### src/rtl/trc_pkg.sv
// ----------------------------------------------------------------------------
// trc_pkg
// Shared types and constants for the thermal relay controller.
// ----------------------------------------------------------------------------
package trc_pkg;

  typedef enum logic [2:0] {
    MODE_FAN_OFF = 3'd0,
    MODE_FAN_ON  = 3'd1,
    MODE_OH      = 3'd2,
    MODE_TRIP    = 3'd3,
    MODE_TEST    = 3'd4,
    MODE_MUTE    = 3'd5
  } mode_e;

  // configuration register indexes
  typedef enum logic [2:0] {
    CFG_FAN_OFF  = 3'd0,
    CFG_FAN_ON   = 3'd1,
    CFG_OH       = 3'd2,
    CFG_TRIP     = 3'd3,
    CFG_PERIOD   = 3'd4
  } cfg_idx_e;

  // relay bit positions in the pin level vector
  localparam int unsigned PinTrip = 0;
  localparam int unsigned PinOh   = 1;
  localparam int unsigned PinSens = 2;
  localparam int unsigned PinFan  = 3;

  localparam logic [7:0] FanOffRst  = 8'd50;
  localparam logic [7:0] FanOnRst   = 8'd60;
  localparam logic [7:0] OhRst      = 8'd80;
  localparam logic [7:0] TripRst    = 8'd100;
  localparam logic [7:0] PeriodRst  = 8'd0;

  localparam logic [5:0] ReleaseMin = 6'd10;
  localparam logic [5:0] ReleaseSec = 6'd1;

  localparam int unsigned InDataW  = 48;
  localparam int unsigned OutDataW = 16;

  // whole degrees to tenths: x*10 = x*8 + x*2
  function automatic logic [11:0] deg_to_tenths(input logic [7:0] deg);
    logic [11:0] d;
    d = {4'd0, deg};
    return (d << 3) + (d << 1);
  endfunction

endpackage

### src/rtl/thermal_relay_controller.sv
// ----------------------------------------------------------------------------
// thermal_relay_controller
// Timed-fan rule and mode/threshold ladder driving four relay pins per tick.
// ----------------------------------------------------------------------------
// An input beat reaches the result beat through the input reg and then the result reg.
// Throughput: one beat per cycle; the state update sits between the two regs.
// Backpressure on the result side stalls both stages; the input side keeps
// taking a beat while the input reg is empty.
// Reset: mode fan off, all relays inactive (1), timed fan clear, registers at
// their defaults; usable as soon as reset is released.
module thermal_relay_controller
  import trc_pkg::*;
(
  input  logic                clk_i,
  input  logic                rst_ni,
  input  logic                cfg_we_i,
  input  logic [2:0]          cfg_idx_i,
  input  logic [7:0]          cfg_wdata_i,
  input  logic                s_axis_tvalid_i,
  output logic                s_axis_tready_o,
  // max_temp[15:0], channel_errors[18:16], alarm_test[19], force_mute[20],
  // force_fan_on[21], clock_hour[29:22], clock_minute[35:30],
  // clock_second[41:36], zero pad[47:42]
  input  logic [InDataW-1:0]  s_axis_tdata_i,
  output logic                m_axis_tvalid_o,
  input  logic                m_axis_tready_i,
  // trip_relay[0], overheat_relay[1], sensor_fault_relay[2], fan_relay[3],
  // mode[6:4], clear_clock[7], record_trip[8], zero pad[15:9]
  output logic [OutDataW-1:0] m_axis_tdata_o
);

  logic [7:0] fan_off_q, fan_on_q, oh_q, trip_q, period_q;

  always_ff @(posedge clk_i or negedge rst_ni) begin
    if (!rst_ni) begin
      fan_off_q <= FanOffRst;
      fan_on_q  <= FanOnRst;
      oh_q      <= OhRst;
      trip_q    <= TripRst;
      period_q  <= PeriodRst;
    end else if (cfg_we_i) begin
      unique case (cfg_idx_i)
        CFG_FAN_OFF: fan_off_q <= cfg_wdata_i;
        CFG_FAN_ON:  fan_on_q  <= cfg_wdata_i;
        CFG_OH:      oh_q      <= cfg_wdata_i;
        CFG_TRIP:    trip_q    <= cfg_wdata_i;
        CFG_PERIOD:  period_q  <= cfg_wdata_i;
        default: ;
      endcase
    end
  end

  // ---- input stage ----
  logic               in_vld_q;
  logic [InDataW-1:0] in_data_q;
  logic               out_vld_q;
  logic [8:0]         out_data_q;
  logic               adv;

  assign adv             = in_vld_q && (!out_vld_q || m_axis_tready_i);
  assign s_axis_tready_o = !in_vld_q || adv;

  always_ff @(posedge clk_i or negedge rst_ni) begin
    if (!rst_ni) begin
      in_vld_q <= 1'b0;
    end else if (s_axis_tready_o) begin
      in_vld_q <= s_axis_tvalid_i;
    end
  end

  always_ff @(posedge clk_i) begin
    if (s_axis_tready_o && s_axis_tvalid_i) begin
      in_data_q <= s_axis_tdata_i;
    end
  end

  // ---- field unpack ----
  logic signed [15:0] temp;
  logic [2:0]         errs;
  logic               test, mute, forced;
  logic [7:0]         hour;
  logic [5:0]         minute, second;

  assign temp   = $signed(in_data_q[15:0]);
  assign errs   = in_data_q[18:16];
  assign test   = in_data_q[19];
  assign mute   = in_data_q[20];
  assign forced = in_data_q[21];
  assign hour   = in_data_q[29:22];
  assign minute = in_data_q[35:30];
  assign second = in_data_q[41:36];

  // ---- timed-fan period split: hours = p/5, minutes = (p%5)*12 ----
  logic [17:0] per_mul;
  logic [7:0]  per_hr;
  logic [7:0]  per_five;
  logic [2:0]  per_rem;
  logic [5:0]  per_min;

  // p*205 >> 10 equals p/5 for every 8-bit p
  assign per_mul  = {10'd0, period_q} * 18'd205;
  assign per_hr   = {2'b00, per_mul[15:10]};
  assign per_five = (per_hr << 2) + per_hr;
  assign per_rem  = 3'(period_q - per_five);
  assign per_min  = ({3'd0, per_rem} << 3) + ({3'd0, per_rem} << 2);

  // ---- thresholds in tenths ----
  logic signed [16:0] temp_x, thr_trip, thr_oh, thr_on, thr_off;

  assign temp_x   = 17'(temp);
  assign thr_trip = $signed({5'd0, deg_to_tenths(trip_q)});
  assign thr_oh   = $signed({5'd0, deg_to_tenths(oh_q)});
  assign thr_on   = $signed({5'd0, deg_to_tenths(fan_on_q)});
  assign thr_off  = $signed({5'd0, deg_to_tenths(fan_off_q)});

  // ---- state ----
  mode_e      mode_q, mode_d;
  logic [3:0] relay_q, relay_d;
  logic       tfa_q, tfa_d;
  logic       clr, rec;

  always_comb begin
    mode_d  = mode_q;
    relay_d = relay_q;
    tfa_d   = tfa_q;
    clr     = 1'b0;
    rec     = 1'b0;

    if (period_q != 8'd0 && hour >= per_hr && minute >= per_min) begin
      clr = 1'b1;
      if (relay_d[PinFan]) begin
        relay_d[PinFan] = 1'b0;
        tfa_d           = 1'b1;
      end
    end
    if (hour == 8'd0 && minute == ReleaseMin && second <= ReleaseSec && tfa_d) begin
      tfa_d = 1'b0;
      if (!forced) relay_d[PinFan] = 1'b1;
    end

    priority if (test) begin
      mode_d  = MODE_TEST;
      relay_d = 4'b0000;
    end else if (mute) begin
      mode_d           = MODE_MUTE;
      relay_d[PinTrip] = 1'b1;
      relay_d[PinOh]   = 1'b1;
      relay_d[PinSens] = 1'b1;
    end else begin
      relay_d[PinSens] = (errs == 3'd0);
      priority if (temp_x > thr_trip) begin
        if (mode_q != MODE_TRIP) begin
          mode_d           = MODE_TRIP;
          relay_d[PinTrip] = 1'b0;
          relay_d[PinOh]   = 1'b0;
          relay_d[PinFan]  = 1'b0;
          rec              = 1'b1;
        end
      end else if (temp_x > thr_oh) begin
        if (mode_q != MODE_OH) begin
          mode_d           = MODE_OH;
          relay_d[PinTrip] = 1'b1;
          relay_d[PinOh]   = 1'b0;
          relay_d[PinFan]  = 1'b0;
        end
      end else if (temp_x > thr_on) begin
        if (mode_q != MODE_FAN_ON) begin
          mode_d           = MODE_FAN_ON;
          relay_d[PinTrip] = 1'b1;
          relay_d[PinOh]   = 1'b1;
          relay_d[PinFan]  = 1'b0;
        end
      end else if (temp_x < thr_off) begin
        if (mode_q != MODE_FAN_OFF) begin
          mode_d           = MODE_FAN_OFF;
          relay_d[PinTrip] = 1'b1;
          relay_d[PinOh]   = 1'b1;
          relay_d[PinFan]  = 1'b1;
        end
      end else begin
        // hysteresis band: hold mode and pins
      end
    end
  end

  always_ff @(posedge clk_i or negedge rst_ni) begin
    if (!rst_ni) begin
      mode_q  <= MODE_FAN_OFF;
      relay_q <= 4'hF;
      tfa_q   <= 1'b0;
    end else if (adv) begin
      mode_q  <= mode_d;
      relay_q <= relay_d;
      tfa_q   <= tfa_d;
    end
  end

  // ---- result stage ----
  always_ff @(posedge clk_i or negedge rst_ni) begin
    if (!rst_ni) begin
      out_vld_q <= 1'b0;
    end else if (!out_vld_q || m_axis_tready_i) begin
      out_vld_q <= in_vld_q;
    end
  end

  always_ff @(posedge clk_i) begin
    if (adv) begin
      out_data_q <= {rec, clr, mode_d, relay_d};
    end
  end

  assign m_axis_tvalid_o = out_vld_q;
  assign m_axis_tdata_o  = {7'd0, out_data_q};

  // ---- assertions ----
  // a trip record beat always reports trip mode with trip, overheat, fan active
  a_rec_trip: assert property (@(posedge clk_i) disable iff (!rst_ni)
    out_vld_q && out_data_q[8] |->
      out_data_q[6:4] == MODE_TRIP && out_data_q[PinTrip] == 1'b0
      && out_data_q[PinOh] == 1'b0 && out_data_q[PinFan] == 1'b0)
    else $error("trip record without trip pins");

  // a stalled result beat holds its data
  a_out_hold: assert property (@(posedge clk_i) disable iff (!rst_ni)
    m_axis_tvalid_o && !m_axis_tready_i |=> m_axis_tvalid_o && $stable(m_axis_tdata_o))
    else $error("result beat changed while stalled");

  // state only moves when a beat passes into the result stage
  a_state_hold: assert property (@(posedge clk_i) disable iff (!rst_ni)
    !adv |=> $stable(mode_q) && $stable(relay_q) && $stable(tfa_q))
    else $error("state changed without a beat");

  // an empty input register always takes a beat
  a_in_ready: assert property (@(posedge clk_i) disable iff (!rst_ni)
    !in_vld_q |-> s_axis_tready_o)
    else $error("input stalled while empty");

endmodule
### config.mk
export PLATFORM = sky130hd
export DESIGN_NAME = thermal_relay_controller
export DESIGN_NICKNAME = d
export VERILOG_FILES = /design/src/rtl/trc_pkg.sv /design/src/rtl/thermal_relay_controller.sv
export SDC_FILE = /design/constraint.sdc
export NUM_CORES = 1
export LEC_CHECK = 0
export BUFFER_PORTS_ARGS = -buffer_cell sky130_fd_sc_hd__clkbuf_2
export CORE_MARGIN = 5
export CORE_UTILIZATION = 35
export CTS_BUF_LIST = sky130_fd_sc_hd__clkbuf_16
export CTS_CLUSTER_DIAMETER = 100
export DETAILED_ROUTE_END_ITERATION = 6
export HOLD_SLACK_MARGIN = 0.1
export MAX_ROUTING_LAYER = met4
export PLACE_DENSITY = 0.63
export SKIP_CTS_REPAIR_TIMING = 1
export SLEW_MARGIN = 20
export SYNTH_ARGS = -nofsm -noshare
export SYNTH_HDL_FRONTEND = slang
export SYNTH_SLANG_ARGS = --single-unit
### constraint.sdc
create_clock -name clk_i -period 19.38 [get_ports clk_i]
set_clock_uncertainty 0.15 [all_clocks]
set_input_delay 0 -clock clk_i [delete_from_list [all_inputs] [get_ports clk_i]]
set_output_delay 0 -clock clk_i [all_outputs]
set_load 0.02 [all_outputs]
# --- After elaboration in Yosys (flattened, before gate mapping) ---
# Cells that the tools add are included.
classes:
  addsub: 7
  mul: 1
  n_lt_le_gt_ge: 7
  eq_ne: 8
  mux: 37
  bitwise: 1
  reduce_logical: 22
op_table:
  columns: ["operator", "n"]
  rows:
  - ["adder 11 x 9 -> 12 bit", 4]
  - ["> comparator 16 x 13 -> 1 bit", 3]
  - ["two-way mux 3 bit", 11]
  - ["two-way mux 1 bit", 17]
  - ["< comparator 16 x 13 -> 1 bit", 1]
  - ["multiplier 8 x 8 -> 16 bit (second input constant)", 1]
  - ["two-way mux 2 bit", 8]
  - ["AND reduction 2 bit", 5]
  - [">= comparator 8 x 6 -> 1 bit", 1]
  - ["logical NOT 8 bit", 1]
  - ["nonzero test 8 bit", 1]
  - ["logical AND 1 bit", 7]
  - ["adder 6 x 5 -> 6 bit", 1]
  - ["== test 3 x 2 -> 1 bit (second input constant)", 2]
  - ["== test 6 x 4 -> 1 bit (second input constant)", 1]
  - [">= comparator 6 bit", 1]
  - ["less-or-equal comparator 6 x 1 -> 1 bit (second input constant)", 1]
  - ["logical NOT 3 bit", 2]
  - ["inequality test 3 x 2 -> 1 bit (second input constant)", 2]
  - ["two-way mux 4 bit", 1]
  - ["adder 3 bit", 1]
  - ["== test 3 x 1 -> 1 bit (second input constant)", 1]
  - ["== test 3 bit (second input constant)", 1]
  - ["inequality test 3 x 1 -> 1 bit (second input constant)", 1]
  - ["other kinds (6)", 8]
word_totals:
  ff_bits: 101
  out_inout_bits: 18
  elab_cells: 96

# --- Longest topological paths before layout ---
depth:
  word_depth: 16
  depth_mapped: 29

# --- Worst setup path after synthesis ---
# Ideal clock, no wire load.
synth_timing:
  path_type: "register -> register"
  from: "register period_q[5]"
  to: "register out_data_q[3] (data pin)"
  setup_time_ns: 0.271
  arrival_ns: 6.975
  required_ns: 18.959
  slack_ns: 11.984
  stages_incl_launch_ff: 29
  path_buffers: 1
  synth_period_minus_slack_ns: 7.396
  path_cell_list: "dfrtp_1 -> ha_1 -> fa_1 -> fa_1 -> inv_1 -> fa_1 -> inv_1 -> ha_1 -> o21a_1 -> or2_2 -> clkbuf_1 -> a31oi_1 -> o21a_1 -> xnor2_1 -> fa_1 -> xnor2_1 -> or4_1 -> o31ai_1 -> a311oi_1 -> nand4_1 -> xnor2_1 -> fa_1 -> xnor2_1 -> ha_1 -> nand2_1 -> o21ai_0 -> nor3b_1 -> o221a_1 -> nor3_1"
synth_via:
  elab_chain_len: 16
  elab_cells_between_ends: 24
  cone_classes: "3 x add/sub; 1 x mul; 2 x order compare; 14 x mux; 4 x reduce/logical"
synth_rtl:
  columns: ["element", "line_no", "rtl"]
  rows:
  - ["start, declared", "thermal_relay_controller.sv:32", "logic [7:0] fan_off_q, fan_on_q, oh_q, trip_q, period_q;"]
  - ["start signal, assigned", "thermal_relay_controller.sv:40", "period_q <= PeriodRst;"]
  - ["start signal, assigned", "thermal_relay_controller.sv:47", "CFG_PERIOD: period_q <= cfg_wdata_i;"]
  - ["multiplier 8 x 8 -> 16 bit", "thermal_relay_controller.sv:101", "assign per_mul = {10'd0, period_q} * 18'd205;"]
  - ["adder 3 bit", "thermal_relay_controller.sv:103", "assign per_five = (per_hr << 2) + per_hr;"]
  - ["subtractor 3 bit", "thermal_relay_controller.sv:104", "assign per_rem = 3'(period_q - per_five);"]
  - ["adder 6 x 5 -> 6 bit", "thermal_relay_controller.sv:105", "assign per_min = ({3'd0, per_rem} << 3) + ({3'd0, per_rem} << 2);"]
  - [">= comparator 6 bit", "thermal_relay_controller.sv:129", "if (period_q != 8'd0 && hour >= per_hr && minute >= per_min) begin"]
  - ["logical AND 1 bit (*)", "thermal_relay_controller.sv:129", null]
  - ["two-way mux 1 bit", "thermal_relay_controller.sv:129", null]
  - ["two-way mux 1 bit / logical AND 1 bit (equally long branches)", "thermal_relay_controller.sv:138, thermal_relay_controller.sv:136", null]
  - ["two-way mux 1 bit (*)", "thermal_relay_controller.sv:136", "if (hour == 8'd0 && minute == ReleaseMin && second <= ReleaseSec && tfa_d) begin"]
  - ["two-way mux 1 bit", "thermal_relay_controller.sv:174", "if (mode_q != MODE_FAN_OFF) begin"]
  - ["two-way mux 1 bit", "thermal_relay_controller.sv:173", "end else if (temp_x < thr_off) begin"]
  - ["two-way mux 1 bit", "thermal_relay_controller.sv:166", "end else if (temp_x > thr_on) begin"]
  - ["two-way mux 1 bit", "thermal_relay_controller.sv:159", "end else if (temp_x > thr_oh) begin"]
  - ["two-way mux 1 bit", "thermal_relay_controller.sv:151", "priority if (temp_x > thr_trip) begin"]
  - ["two-way mux 1 bit (*)", "thermal_relay_controller.sv:144", "end else if (mute) begin"]
  - ["two-way mux 4 bit (*)", "thermal_relay_controller.sv:141", "priority if (test) begin"]
  - ["net relay_d[3]", "thermal_relay_controller.sv:118", "logic [3:0] relay_q, relay_d;"]
  - ["end signal, assigned", "thermal_relay_controller.sv:209", "out_data_q <= {rec, clr, mode_d, relay_d};"]
  - ["end, declared", "thermal_relay_controller.sv:57", "logic [8:0] out_data_q;"]
# The timed path passes the listed nets; every way through them passes the cells marked *.
# A chain may end at the register's enable or synchronous reset.

# --- Final worst setup path ---
layout_timing:
  from: "register period_q[2]"
  to: "register out_data_q[3] (data pin)"
# The elaborated chain is that of the path after synthesis.

==> results.sh <==
export IMPL_status="completed"
export IMPL_ys_async_sr_fraction=0.4949
export IMPL_final_nets=1005
export IMPL_core_um2=20430
export IMPL_antenna_found_initial=0
export IMPL_critPathArrivalTime_ns=8.05
export IMPL_grtUsageTotal=0.1358
export IMPL_ys_ff_latch=99
export IMPL_synth_flop_cell="edfxtp_1"
export IMPL_htreeDepth=3
export IMPL_area_growth_syn_to_layout_pct=20.92
export IMPL_grt_pass1_wl_um=25140
export IMPL_fmax_mhz=123.1
export IMPL_cts_tree="built"
export IMPL_grt_overflow=0
export IMPL_cp_start_kind="flip-flop"
export IMPL_holdCritPathClass="input port to flip-flop"
export IMPL_routabilityCongestion=0.8208
export IMPL_ios=82
export IMPL_via_per_inst=4.865
export IMPL_synth_area_um2=7316
export IMPL_antenna_cells=0
export IMPL_die_area_um2=23890
export IMPL_slowest_stage="xnor2_1"
export IMPL_critical_path_most_common_cell="fa_1"
export IMPL_final_setup_worst_slack_ns=11.26
export IMPL_design_area_um2=8846
export IMPL_synth_warnings=0
export IMPL_avgSynthCellArea_um2=11.00
export IMPL_vias=5225
export IMPL_cp_end_kind="flip-flop"
export IMPL_fin_setup_tns_ns=0
export IMPL_clk_path_buf_depth=2
export IMPL_cts_clk_slew_worst_paths_ns=0.07
export IMPL_start_util=0.3581
export IMPL_relSlewSlack=0.2652
export IMPL_maxSlewViolCount=0
export IMPL_finalSetupViolCount=0
export IMPL_synth_distinct_cells=65
export IMPL_finalHoldViolCount=0
export IMPL_ant_nets=0
export IMPL_dr_pass1_iters=4
export IMPL_synth_fa_ha_area_frac=0.2603
export IMPL_rsz0062_at_grt="no"
export IMPL_first_iter_violations=193
export IMPL_fill_cells=1957
export IMPL_root_buffer="clkbuf_16"
export IMPL_synth_enable_flop_cells=50
export IMPL_synth_xor_area_frac=0.04070
export IMPL_multi_input_area_um2=4233
export IMPL_synthMuxAreaShare=0.04909
export IMPL_critical_path_required_ns=19.31
export IMPL_clock_latency_ns=0.35
export IMPL_num_rows=52
export IMPL_cap_violations=0
export IMPL_critPathBufInv=2
export IMPL_slowest_delay_ns=0.56
export IMPL_crit_family="adder cells"
export IMPL_die_x_um=154.6
export IMPL_place_ws_ns=11.28
export IMPL_die_h_um=154.6
export IMPL_avgRoutedWirePerCell_um=14.80
export IMPL_ff_latch_area_um2=2746
export IMPL_drive_above_1_share=0.1828
export IMPL_numCtsBuffers=9
export IMPL_grt_pass1_vias=5003
export IMPL_cts_sinks=99
export IMPL_worst_pin_slew_ns=1.099
export IMPL_synth_top_family_by_area="adder cells"
export IMPL_yosys_area_share_simple=0.1071
export IMPL_drc=0
export IMPL_finalCritPeriodShare=0.4191
export IMPL_place_area_um2=7960
export IMPL_hpwl_um=11930
export IMPL_synthCells=665
export IMPL_synth_compound_area_frac=0.1177
export IMPL_finalCriticalPeriod_ns=8.121
export IMPL_crit_type="flip-flop to flip-flop"
export IMPL_grt_max_degree=50
export IMPL_drt_total_wl_um=15900
export IMPL_ys_seq_area_frac=0.3754
export IMPL_crit_fanout=10
export IMPL_port_buffers=67
==> final timing paths <==
| path | from | to | slack, ns | cells after the start |
|---|---|---|---|---|
| worst max-delay path | period_q[2] | out_data_q[3] | 11.26 | 27 |
| worst min-delay path | cfg_we_i | period_q[0] | 0.09 | 5 |
| worst max register to register | period_q[2] | out_data_q[3] | 11.26 | 27 |
| worst min register to register | relay_q[0] | relay_q[0] | 0.35 | 2 |
| max in group asynchronous | rst_ni | mode_q[0] | 18.48 | 3 |
| min in group asynchronous | rst_ni | trip_q[4] | 0.15 | 3 |
==> per-layer routing <==
layer | routed length, um | global-route usage | vias up
met5 | 0 | - | -
met4 | 123 | 0.03154 | 0
met3 | 531 | 0.02291 | 9
met2 | 7699 | 0.2219 | 85
met1 | 7541 | 0.1776 | 2455
li1 | - | - | 2676
==> cells in the final DEF, fill, tap and decap left out, drive strengths merged, types with 4 or more instances in the layout <==
cell	instances
o211ai	5
nand2	27
dfstp	15
edfxtp	50
buf	5
clkinv	4
nand2b	11
nand3	9
nand4b	4
xnor2	21
xor2	13
a211oi	7
nor3	13
or2	4
nor4	5
a21o	9
nand4	8
or3	6
nor2	21
a21oi	37
ha	125
nand3b	5
o21ai	32
dlygate4sd3	61
mux2	31
inv	74
conb	7
o21bai	6
a31oi	6
nor2b	11
dfrtp	34
clkbuf	76
fa	17
==> layout make-up <==
cell class / count / share of cell area
timing repair buffer: 133 / 0.1112
multi-input combinational: 484 / 0.4785
sequential: 99 / 0.3105
tap: 270 / 0.03819
clock buffer: 9 / 0.02546
inverter: 72 / 0.03055
clock inverter: 7 / 0.005658
==> per-stage QoR <==
stage | cells | hold slack (ns) | util
after detailed placement | 997 | 0.01215 | 0.3896
after floorplan | 671 | -0.4456 | -
after global routing | 1074 | 0.1339 | 0.4330
after global placement | 997 | 0.002945 | 0.3896
after CTS | 1013 | -0.3643 | 0.4031
final | 1074 | 0.09253 | 0.4330
==> worst reg2reg max path: stages, from the launching register on <==
cell and delay [ns]:
dfrtp_1 0.47, ha_1 0.38, fa_1 0.50, fa_1 0.53, inv_1 0.06, fa_1 0.53
inv_1 0.04, ha_1 0.27, o21a_1 0.17, or2_2 0.34, a31oi_1 0.23, o21a_1 0.26
xnor2_1 0.13, fa_1 0.42, xnor2_1 0.56, or4_1 0.20, o31ai_1 0.06, a311oi_1 0.28
nand4_1 0.19, xnor2_1 0.22, fa_1 0.47, xnor2_1 0.15, ha_1 0.31, nand2_1 0.05
o21ai_0 0.12, nor3b_1 0.42, o221a_1 0.29, nor3_1 0.06
==> cells by family after synthesis <==
| group | after synthesis |
|---|---|
| AO/OA/AOI/OAI | 129 |
| XOR/XNOR | 34 |
| adder cells (fa/ha/maj) | 142 |
| buffers and inverters | 88 |
| flip-flops | 99 |
| multiplexers | 32 |
| other | 1 |
| AND/OR/NAND/NOR | 140 |
==> synth_stat cells (3+ instances only) <==
library cell,instances,area share
clkbuf_1,7,0.0036
mux2_2,31,0.048
nand4b_1,4,0.0048
dfrtp_1,34,0.12
o21a_1,3,0.0031
nor2b_1,11,0.0094
nand3_1,9,0.0062
fa_1,17,0.047
dfstp_2,15,0.054
ha_1,125,0.21
nand2_1,27,0.014
edfxtp_1,50,0.21
o21bai_1,6,0.0062
xnor2_1,21,0.025
buf_4,8,0.0082
nand4_1,8,0.0068
xor2_1,13,0.016
nand3b_1,5,0.0051
a211oi_1,7,0.0072
nand2b_1,11,0.0094
nor3_1,13,0.0089
o21ai_0,31,0.021
a21o_1,9,0.0092
o211ai_1,5,0.0051
or4_1,3,0.0031
or2_2,4,0.0034
nor4_1,5,0.0043
a21oi_1,36,0.025
and3_1,3,0.0026
nor2_1,21,0.011
o311ai_0,3,0.0036
or3_1,5,0.0043
inv_1,71,0.036
a31oi_1,6,0.0051
==> sequential cells by signal, summed over array words and instances, names as in the netlist <==
| register | count |
|---|---|
| tfa_q | 1 |
| oh_q | 8 |
| period_q | 8 |
| relay_q | 3 |
| in_vld_q | 1 |
| in_data_q | 41 |
| mode_q | 3 |
| trip_q | 8 |
| out_data_q | 9 |
| fan_off_q | 8 |
| m_axis_tvalid_o | 1 |
| fan_on_q | 8 |
Power is not shown: default switching activity piles up to over one toggle a cycle in this logic, so the estimate is an artifact.
